[config.mk]
export PLATFORM = sky130hd
export DESIGN_NAME = octal_backslash_escape_encoder
export DESIGN_NICKNAME = d
export VERILOG_FILES = /design/src/oboe_pkg.sv /design/src/oboe_expand.sv /design/src/octal_backslash_escape_encoder.sv
export SDC_FILE = /design/constraint.sdc
export NUM_CORES = 1
export LEC_CHECK = 0
export BUFFER_PORTS_ARGS = -buffer_cell sky130_fd_sc_hd__buf_2
export CAP_MARGIN = 20
export CORE_ASPECT_RATIO = 0.8
export CORE_UTILIZATION = 57
export DETAILED_ROUTE_END_ITERATION = 8
export GPL_TIMING_DRIVEN = 0
export PLACE_DENSITY_LB_ADDON = 0.1
export SLEW_MARGIN = 20
export SYNTH_ARGS = -nofsm -noshare
export SYNTH_HDL_FRONTEND = slang
export SYNTH_SLANG_ARGS = --single-unit
[constraint.sdc]
create_clock -name clk -period 3.5 [get_ports clk]
set_input_delay 1.05 -clock clk [delete_from_list [all_inputs] [get_ports clk]]
set_output_delay 1.05 -clock clk [all_outputs]
set_load 0.01 [all_outputs]
[src/oboe_pkg.sv]
package oboe_pkg;

    // Character codes used by the escape rules
    localparam logic [7:0] BACKSLASH  = 8'h5C;
    localparam logic [7:0] QUOTE      = 8'h22;
    localparam logic [7:0] PRINT_LO   = 8'h20;
    localparam logic [7:0] PRINT_HI   = 8'h7E;
    localparam logic [7:0] DIGIT_ZERO = 8'h30;

    // Position of a beat within the expansion of one input byte (up to four)
    typedef logic [1:0] beat_idx_t;

    // One output beat as produced by the expander
    typedef struct packed {
        logic [7:0] data;
        logic       last;
    } beat_t;

endpackage

[src/oboe_expand.sv]
module oboe_expand
(
    input  logic [7:0]          raw,
    input  oboe_pkg::beat_idx_t idx,
    output oboe_pkg::beat_t     beat
);

    logic is_pair;
    logic is_octal;

    // Classify the byte: paired escape, octal escape or pass-through
    assign is_pair  = (raw == oboe_pkg::BACKSLASH) || (raw == oboe_pkg::QUOTE);
    assign is_octal = (raw < oboe_pkg::PRINT_LO) || (raw > oboe_pkg::PRINT_HI);

    // Select the byte at the requested position of the expansion
    always_comb
    begin
        beat.data = oboe_pkg::BACKSLASH;
        beat.last = 1'b0;
        case (idx)
            2'd0:
            begin
                if (!is_pair && !is_octal)
                begin
                    beat.data = raw;
                    beat.last = 1'b1;
                end
            end
            2'd1:
            begin
                if (is_octal)
                begin
                    beat.data = oboe_pkg::DIGIT_ZERO | {6'd0, raw[7:6]};
                end
                else
                begin
                    beat.data = raw;
                    beat.last = 1'b1;
                end
            end
            2'd2:
            begin
                beat.data = oboe_pkg::DIGIT_ZERO | {5'd0, raw[5:3]};
            end
            2'd3:
            begin
                beat.data = oboe_pkg::DIGIT_ZERO | {5'd0, raw[2:0]};
                beat.last = 1'b1;
            end
            default:
            begin
                beat.data = oboe_pkg::BACKSLASH;
                beat.last = 1'b0;
            end
        endcase
    end

endmodule

[src/octal_backslash_escape_encoder.sv]
// An accepted input byte passes through the hold register and then the output
// register before its first output beat appears. Each input byte gives 1, 2 or 4 beats
// (one output beat per cycle from the output register while out_stall is low); a new byte
// is taken in the cycle its last beat moves into the output register.
// Reset (rst_n low, asynchronous) empties the hold and output registers.
module octal_backslash_escape_encoder
(
    input  logic       clk,
    input  logic       rst_n,
    input  logic       in_valid,
    output logic       in_stall,
    input  logic [7:0] in_byte,
    output logic       out_valid,
    input  logic       out_stall,
    output logic [7:0] out_byte,
    output logic       run_last
);

    logic                hold_valid_reg;
    logic [7:0]          hold_byte_reg;
    oboe_pkg::beat_idx_t hold_idx_reg;
    logic                out_valid_reg;
    logic [7:0]          out_byte_reg;
    logic                run_last_reg;

    oboe_pkg::beat_t     beat;
    logic                load_out;
    logic                in_take;

    // Work out the beat at the current position of the held byte
    oboe_expand u_expand
    (
        .raw  (hold_byte_reg),
        .idx  (hold_idx_reg),
        .beat (beat)
    );

    // Advance when the output register is empty or being drained
    assign load_out = hold_valid_reg && (!out_valid_reg || !out_stall);
    assign in_stall = hold_valid_reg && !(load_out && beat.last);
    assign in_take  = in_valid && !in_stall;

    // Hold the byte being expanded and its beat position
    always_ff @(posedge clk or negedge rst_n)
    begin
        if (!rst_n)
        begin
            hold_valid_reg <= 1'b0;
            hold_idx_reg   <= '0;
        end
        else if (in_take)
        begin
            hold_valid_reg <= 1'b1;
            hold_idx_reg   <= '0;
        end
        else if (load_out)
        begin
            if (beat.last)
            begin
                hold_valid_reg <= 1'b0;
            end
            hold_idx_reg <= hold_idx_reg + 2'd1;
        end
    end

    always_ff @(posedge clk)
    begin
        if (in_take)
        begin
            hold_byte_reg <= in_byte;
        end
    end

    // Output register: load the next beat, drop it once taken
    always_ff @(posedge clk or negedge rst_n)
    begin
        if (!rst_n)
        begin
            out_valid_reg <= 1'b0;
        end
        else if (load_out)
        begin
            out_valid_reg <= 1'b1;
        end
        else if (!out_stall)
        begin
            out_valid_reg <= 1'b0;
        end
    end

    always_ff @(posedge clk)
    begin
        if (load_out)
        begin
            out_byte_reg <= beat.data;
            run_last_reg <= beat.last;
        end
    end

    assign out_valid = out_valid_reg;
    assign out_byte  = out_byte_reg;
    assign run_last  = run_last_reg;

endmodule

==> results of run 1 <==
-- per-layer routing --
layer	up-vias	share of wire [%]
li1	415	-
met1	386	39
met2	56	48
met3	5	12
met4	0	1.4
met5	-	0
-- power breakdown --
part | switching [mW] | internal [mW] | total [mW]
Clock | 0.0760 | 0.0438 | 0.120
Sequential | 0.0482 | 0.388 | 0.437
Combinational | 0.277 | 0.213 | 0.490
-- metrics by stage --
stage / hold WS [ns] / instances / area (µm²)
2_1_floorplan: 0.593 / 93 / 1110
3_5_place_dp: 0.623 / 137 / 1250
5_1_grt: 0.510 / 141 / 1280
4_1_cts: 0.506 / 141 / 1280
3_3_place_gp: 0.570 / 137 / 1250
6_report: 0.512 / 141 / 1280
-- cell type report --
cell class	instances	share of cell area, %
buffer	2	0.587
sequential	21	47.7
multi-input combinational	62	36.3
clock buffer	3	1.76
timing repair buffer	22	8.60
inverter	8	2.35
clock inverter	1	0.587
tap	22	2.15
-- cells in the final DEF (no fill, tap or decap), types with 2 or more instances in the layout --
master / count
inv_1: 8
or3_1: 3
nor2_1: 5
a211o_1: 2
nand2_1: 2
o311a_1: 2
nand2b_1: 3
and2_1: 2
nand4_1: 2
nand3_1: 2
ha_1: 5
dfrtp_1: 4
buf_2: 22
clkbuf_4: 3
edfxtp_1: 17
clkbuf_1: 2
a21oi_1: 7
o21ai_0: 5
-- logic make-up after synthesis --
group                      synth area share (%)
other                                     0.337
buffers and inverters                      3.37
AOI/OAI and AO/OA                          23.8
adders and majority gates                  5.62
xor gates and xnor gates                  0.788
DFF                                        54.9
and+or+nand+nor                            11.1
-- worst max path at each step --
stage                     start       end  slack (ns)  depth (start not counted)
2_1_floorplan  hold_byte_reg[6]  in_stall        0.72                          4
3_3_place_gp          out_stall  in_stall        0.58                          5
3_5_place_dp          out_stall  in_stall        0.55                          5
4_1_cts        hold_byte_reg[6]  in_stall        0.26                          5
5_1_grt        hold_byte_reg[6]  in_stall        0.17                          5
6_report       hold_byte_reg[6]  in_stall        0.27                          5
-- critical path, delay by kind of cell (launching register included) --
| family | cells | cell delay [ns] |
|---|---|---|
| buffers and inverters | 1 | 0.17 |
| AO/OA/AOI/OAI | 2 | 0.62 |
| flip-flops | 1 | 0.47 |
| AND/OR/NAND/NOR | 2 | 0.61 |
==> results_dict.tcl, run 1 <==
set metrics [dict create \
    run_status "complete, no violations" \
    clock_path_buffers 2 \
    grt_pass1_wl_um 3440 \
    path_cells "or3_1, o41a_4, and3_4, o31ai_1, buf_2" \
    drc 0 \
    p_leak_nw 0.527 \
    synth.area.top_cells "edfxtp_1 (46%), dfrtp_1 (9.0%), ha_1 (5.6%), a21oi_1 (3.1%), inv_1 (2.7%)" \
    cts_made_buffers 3 \
    netlist_instances 93 \
    vias 862 \
    postCtsSetupBuffers 0 \
    grt_pass1_vias 806 \
    fin_util_pct 74.2 \
    maxCapViolCount 0 \
    synth_warnings 0 \
    finalWirelength_um 2080 \
    min_path_type "in2async" \
    die_h_um 41.5 \
    gr-usage-met1_pct 25.7 \
    report.final.setup_viol 0 \
    start_util_pct 64.5 \
    rsz0062_at_grt "false" \
    r2r-start "hold_byte_reg[6]" \
    layout_setup_ws_ns 0.274 \
    grt_busiest_layer "met2" \
    slowest_stage "edfxtp_1" \
    synth_edf_count 17 \
    ir_drop_uv 512 \
    insertion_delay_ns 0.31 \
    via_per_inst 6.11 \
    worst_setup_path_end_kind "primary output" \
    finalHoldViolCount 0 \
    cts-resized-gates 0 \
    dp_hpwl_um 1570 \
    fmax_mhz 310 \
    synth.most_common_cell "edfxtp_1" \
    grtUsageTotal_pct 22.1 \
    coreArea_um2 1720 \
    pre_cts_ws_ns 0.548 \
    power.total_mw 1.05 \
    startpoint_type "flop" \
    postCtsHoldBufs 0 \
    reg2regPathDepth 4 \
    synthFlopType "edfxtp_1" \
    synthDominantCellAreaShare_pct 45.9 \
    fin_crit_ns 3.23 \
    cp.required_ns 2.45 \
    n_fill_cell 128 \
    grtUsageMet3_pct 9.16 \
    cp.arrival_ns 2.18 \
    ys_seq_area_share_pct 54.9 \
    synth-seq-cells 21 \
    post-route-period-util_pct 92.2 \
    critPathMaxFanout 5 \
    fp.dieW_um 51.4 \
    cts_root_buf "clkbuf_4" \
    skew_ns 0.00243 \
    synthArstFlopShare_pct 19.0 \
    slowest_delay_ns 0.47 \
    cts_tree "built" \
    nets 137 \
    antenna_found_initial 0 \
    h-tree-depth 1 \
    place.gp.congestion 0.821 \
    layout.area.seq_um2 611 \
    wl_per_cell_um 14.8 \
    maxSlewViolCount 0 \
    first_iter_violations 30 \
    io_buffers 22 \
    io_pins 23 \
    synth.cell_area_um2 1110 \
    cts.sinks 21 \
    path_class "reg2out" \
    die_area_um2 2130 \
    ys_types 38 \
    grt_overflow 0 \
    yosys-top-cells-count "edfxtp_1 (17), inv_1 (8), a21oi_1 (7)" \
    r2r_setup_slack_ns 1.29 \
    use_met2_pct 35.8 \
    drive_gt1_share_pct 26.9 \
    syn2layout_area_growth_pct 15.1 \
    p_per_area_nw_per_um2 817 \
    reg2reg_to "hold_byte_reg[3]" \
    multi_input_area_um2 464 \
    synth_fp_nets 110 \
    setup_tns_ns 0 \
    clkTransAtPathRegs_ns 0.11 \
    num_antenna_cells 0 \
    avgSynthCellArea_um2 12.0 \
    grt_max_degree 14 \
    ant_nets 0 \
    yosys.area.top_type "edfxtp_1" \
    first_pass_iters 4 \
    rows 13 \
]
(Power assumes the default switching activity.)
==> run 2, diff against run 1 <==
Settings changed: CORE_UTILIZATION 57 to 53, SLEW_MARGIN 20 to 0.
Clock period 3.5 ns to 3.2 ns, I/O delays scaled along.
==> run 2 against run 1 <==
  * Clock skew grew 0.0047 ns
  * Count of clock-buffer cells in the layout is the same
  * Combinational power grew 13%
  * Non-clock buffer count grew 6
  * Cell count grew 5.7%
  * Total power grew 9.8%
  * Highest routed layer is now met3
==> results_dict.tcl, run 2 (same netlist as run 1, synthesis figures left out) <==
set metrics [dict create \
    pwr-share-comb_pct 48.2 \
    grt_pass1_vias 743 \
    insertion_delay_ns 0.30 \
    rsz0062_at_grt "false" \
    drive_gt1_share_pct 30.4 \
    die_area_um2 2290 \
    report.final.setup_viol 0 \
    postCtsHoldBufs 0 \
    worst_setup_path_end_kind "primary output" \
    first_iter_violations 24 \
    postCtsSetupBuffers 0 \
    vias 844 \
    grt_max_degree 13 \
    power.total_mw 1.15 \
    cp.arrival_ns 2.15 \
    rows 14 \
    startpoint "hold_byte_reg[0]" \
    fmax_mhz 321 \
    clkTransAtPathRegs_ns 0.10 \
    p_per_area_nw_per_um2 867 \
    nets 143 \
    n_fill_cell 155 \
    start_util_pct 57.7 \
    finalWirelength_um 2020 \
    num_antenna_cells 0 \
    drc 0 \
    intPower_uw 719 \
    p_sw_uw 430 \
    coreArea_um2 1930 \
    h-tree-depth 1 \
    grt_overflow 0 \
    clock_path_buffers 2 \
    antenna_found_initial 0 \
    fp.dieW_um 53.2 \
    cts_tree "built" \
    placedCellCount 139 \
    cp.required_ns 2.24 \
    dp_hpwl_um 1470 \
    first_pass_iters 4 \
    cts-resized-gates 0 \
    layout_common_cells "buf_2 (22), edfxtp_1 (17), inv_1 (8)" \
    min_path_type "in2async" \
    layout_setup_ws_ns 0.0859 \
    maxSlewViolCount 0 \
    ant_nets 0 \
    fin_crit_ns 3.11 \
    grt_pass1_wl_um 3260 \
    cts_made_buffers 3 \
    post-route-period-util_pct 97.3 \
    startpoint_type "flop" \
    io_pins 23 \
    path_class "reg2out" \
    grtUsageTotal_pct 20.1 \
    p_sw_share_pct 37.4 \
    place.gp.congestion 0.870 \
    wl_per_cell_um 13.5 \
    pwr-share-seq_pct 41.2 \
    via_per_inst 5.66 \
    cts.sinks 21 \
    layout_commonest_cell "buf_2" \
    setup_tns_ns 0 \
    io_buffers 22 \
    r2r-start "hold_byte_reg[0]" \
    run_status "complete, no violations" \
    pre_cts_ws_ns 0.418 \
    skew_ns 0.00709 \
    holdWs_ns 0.441 \
    maxCapViolCount 0 \
    cts_root_buf "clkbuf_4" \
    finalHoldViolCount 0 \
    syn2layout_area_growth_pct 19.1 \
    p_clk_share_pct 10.6 \
    p_leak_nw 0.560 \
    ir_drop_uv 507 \
    critPathMaxFanout 6 \
    die_h_um 43.0 \
    finalNonFillerCells 149 \
]
run 2: changes by cell type in the layout (fill, tap and decap cells not counted), sizes merged:
cell	previous run	this run
clkinv	0	1
buf	22	28
clkinvlp	1	0
run 2: layer usage:
layer	vias to the layer above	global-route usage, %	wire [µm]
li1	424	-	-
met4	0	3.16	0
met5	-	0	0
met1	393	27.2	928
met3	0	6.45	132
met2	27	32.0	954
run 2: per-stage QoR:
step / area, µm² / util [%]
after detailed placement: 1250 / 65.0
after global routing: 1330 / 68.8
after CTS: 1280 / 66.4
after floorplan: 1110 / -
final: 1330 / 68.8
after global placement: 1250 / 65.0
run 2: final timing paths:
path / to / slack, ns / cells after the start
max in group asynchronous: out_valid / 2.65 / 1
setup reg to reg: hold_byte_reg[4] / 1.00 / 4
min in group clk: out_valid / 0.62 / 2
hold reg to reg: out_valid / 0.62 / 2
hold / removal: hold_valid_reg / 0.44 / 1
setup / recovery: in_stall / 0.09 / 5
run 2: critical path, stage by stage, from the launching register on:
cell and delay (ns):
edfxtp_1 0.47, or3_1 0.39, o41a_4 0.40, and3_4 0.20, o31ai_1 0.23, buf_2 0.17
run 2: area by class of cell:
| type | instances | area [µm²] | share of cell area, % |
|---|---|---|---|
| sequential | 21 | 611 | 46.1 |
| buffer | 2 | 7.51 | 0.567 |
| multi-input combinational | 62 | 464 | 35.0 |
| clock buffer | 3 | 22.5 | 1.70 |
| inverter | 8 | 30.0 | 2.27 |
| clock inverter | 1 | 5.00 | 0.378 |
| tap | 24 | 30.0 | 2.27 |
| timing repair buffer | 28 | 155 | 11.7 |
run 2: power by group through the flow:
stage | Clock [mW] | Sequential, mW | Combinational [mW]
floorplan | 0 | 0.506 | 0.355
global placement | 0 | 0.480 | 0.513
detailed placement | 0 | 0.485 | 0.526
CTS | 0.128 | 0.478 | 0.530
global route | 0.136 | 0.487 | 0.616
finish | 0.121 | 0.474 | 0.554
==> run 3, diff against run 2 <==
Settings changed: BUFFER_PORTS_ARGS -buffer_cell sky130_fd_sc_hd__buf_2 to -buffer_cell sky130_fd_sc_hd__buf_4, CAP_MARGIN 20 to 10, CORE_UTILIZATION 53 to 56, CTS_BUF_LIST set to sky130_fd_sc_hd__clkbuf_2 sky130_fd_sc_hd__clkbuf_4 sky130_fd_sc_hd__clkbuf_8.
==> run 3 against run 2 <==
  * The run now ends with DRC left
  * Die area fell by 5.1%
  * Cell count fell by 3.4%
  * Combinational power rose by 3%
  * Fmax fell by 1.2%
  * Count of clock-buffer cells in the layout did not move
==> results_dict.tcl, run 3 (same netlist as run 1, synthesis figures left out) <==
set metrics [dict create \
    run_status "finished, violations left" \
    violations "DRC" \
    drive_gt1_share_pct 27.5 \
    reg2reg_to "hold_byte_reg[3]" \
    p_sw_uw 424 \
    r2r_setup_slack_ns 0.98 \
    layout_commonest_cell "buf_4" \
    path_class "reg2out" \
    cp.required_ns 2.24 \
    nets 138 \
    startpoint_type "flop" \
    maxSlewViolCount 0 \
    intPower_uw 743 \
    cts.sinks 21 \
    grtUsageTotal_pct 20.9 \
    die_h_um 41.9 \
    r2r-start "hold_byte_reg[0]" \
    p_clk_share_pct 10.1 \
    grt_pass1_wl_um 3290 \
    antenna_found_initial 0 \
    post-route-period-util_pct 98.5 \
    critPathMaxFanout 6 \
    setup_tns_ns 0 \
    io_pins 23 \
    via_per_inst 5.96 \
    pwr-share-seq_pct 41.2 \
    pwr-share-comb_pct 48.7 \
    p_sw_share_pct 36.4 \
    place.gp.congestion 0.828 \
    drc 1 \
    vias 858 \
    maxCapViolCount 0 \
    rsz0062_at_grt "false" \
    insertion_delay_ns 0.29 \
    io_buffers 22 \
    skew_ns 0.00352 \
    ir_drop_uv 526 \
    holdWs_ns 0.437 \
    p_per_area_nw_per_um2 869 \
    worst_setup_path_end_kind "primary output" \
    grt_pass1_vias 773 \
    fin_crit_ns 3.15 \
    syn2layout_area_growth_pct 20.7 \
    ant_nets 0 \
    finalHoldViolCount 0 \
    start_util_pct 59.3 \
    cts_tree "built" \
    reg2regPathDepth 4 \
    clock_path_buffers 2 \
    dp_hpwl_um 1510 \
    wl_per_cell_um 13.7 \
    first_pass_iters 6 \
    post_dp_cell_area_um2 1310 \
    coreArea_um2 1870 \
    cts_made_buffers 3 \
    num_antenna_cells 0 \
    finalWirelength_um 1980 \
    report.final.setup_viol 0 \
    die_area_um2 2170 \
    cts_root_buf "clkbuf_4" \
    h-tree-depth 1 \
    fmax_mhz 317 \
    layout_common_cells "buf_4 (23), edfxtp_1 (17), inv_1 (8)" \
    clkTransAtPathRegs_ns 0.10 \
    cts-resized-gates 0 \
    fp.dieW_um 51.8 \
    grt_overflow 0 \
    rows 14 \
    first_iter_violations 30 \
    final_cell_area_um2 1340 \
    cp.arrival_ns 2.19 \
    grt_max_degree 13 \
    min_path_type "in2async" \
    p_leak_nw 0.556 \
]
-- run 3: critical path: stages, from the launching register on --
cell and delay, ns:
edfxtp_1 0.48, or3_1 0.40, o41a_4 0.40, and3_4 0.20, o31ai_1 0.25, buf_4 0.17
-- run 3: metrics by stage --
| stage | utilization (%) | power (mW) | cells | setup slack [ns] |
|---|---|---|---|---|
| after global placement | 69.8 | 1.03 | 139 | 0.404 |
| after floorplan | - | 0.860 | 93 | 0.508 |
| final | 71.6 | 1.17 | 144 | 0.0475 |
| after detailed placement | 69.8 | 1.05 | 139 | 0.391 |
| after global routing | 71.6 | 1.26 | 144 | 0.00145 |
| after CTS | 71.2 | 1.17 | 143 | 0.0395 |
-- run 3: layout make-up --
| type | instances | area [µm²] |
|---|---|---|
| inverter | 8 | 30.0 |
| clock buffer | 3 | 22.5 |
| buffer | 2 | 7.51 |
| clock inverter | 1 | 5.00 |
| tap | 24 | 30.0 |
| multi-input combinational | 62 | 464 |
| timing repair buffer | 23 | 173 |
| sequential | 21 | 611 |
| fill | 133 | 532 |
-- run 3: repair_timing --
action,4_1_cts,5_1_grt
endpoints found under the setup margin,0,1
setup buffers,0,1
hold buffers,0,0
-- run 3: worst max-delay path by stage --
stage / start / end / slack (ns) / cells after the start
after floorplan: hold_byte_reg[6] / in_stall / 0.51 / 4
after global placement: hold_byte_reg[6] / in_stall / 0.40 / 5
after detailed placement: hold_byte_reg[6] / in_stall / 0.39 / 5
after CTS: hold_byte_reg[6] / in_stall / 0.04 / 5
after global routing: hold_byte_reg[5] / in_stall / 0.001 / 5
final: hold_byte_reg[0] / in_stall / 0.05 / 5
-- run 3: power by group through the flow --
stage / logic, mW / clock network, mW / registers (mW)
final: 0.568 / 0.118 / 0.481
after floorplan: 0.355 / 0 / 0.506
after detailed placement: 0.560 / 0 / 0.489
after global placement: 0.549 / 0 / 0.483
after global routing: 0.632 / 0.131 / 0.494
after CTS: 0.562 / 0.124 / 0.483
-- run 3: metal layers --
layer / GRT usage [%] / share of wire (%) / vias to the layer above
met3: 6.59 / 8.0 / 0
met2: 35.1 / 51 / 47
met4: 3.24 / 0 / 0
li1: - / - / 414
met5: 0 / 0 / -
met1: 26.7 / 41 / 397
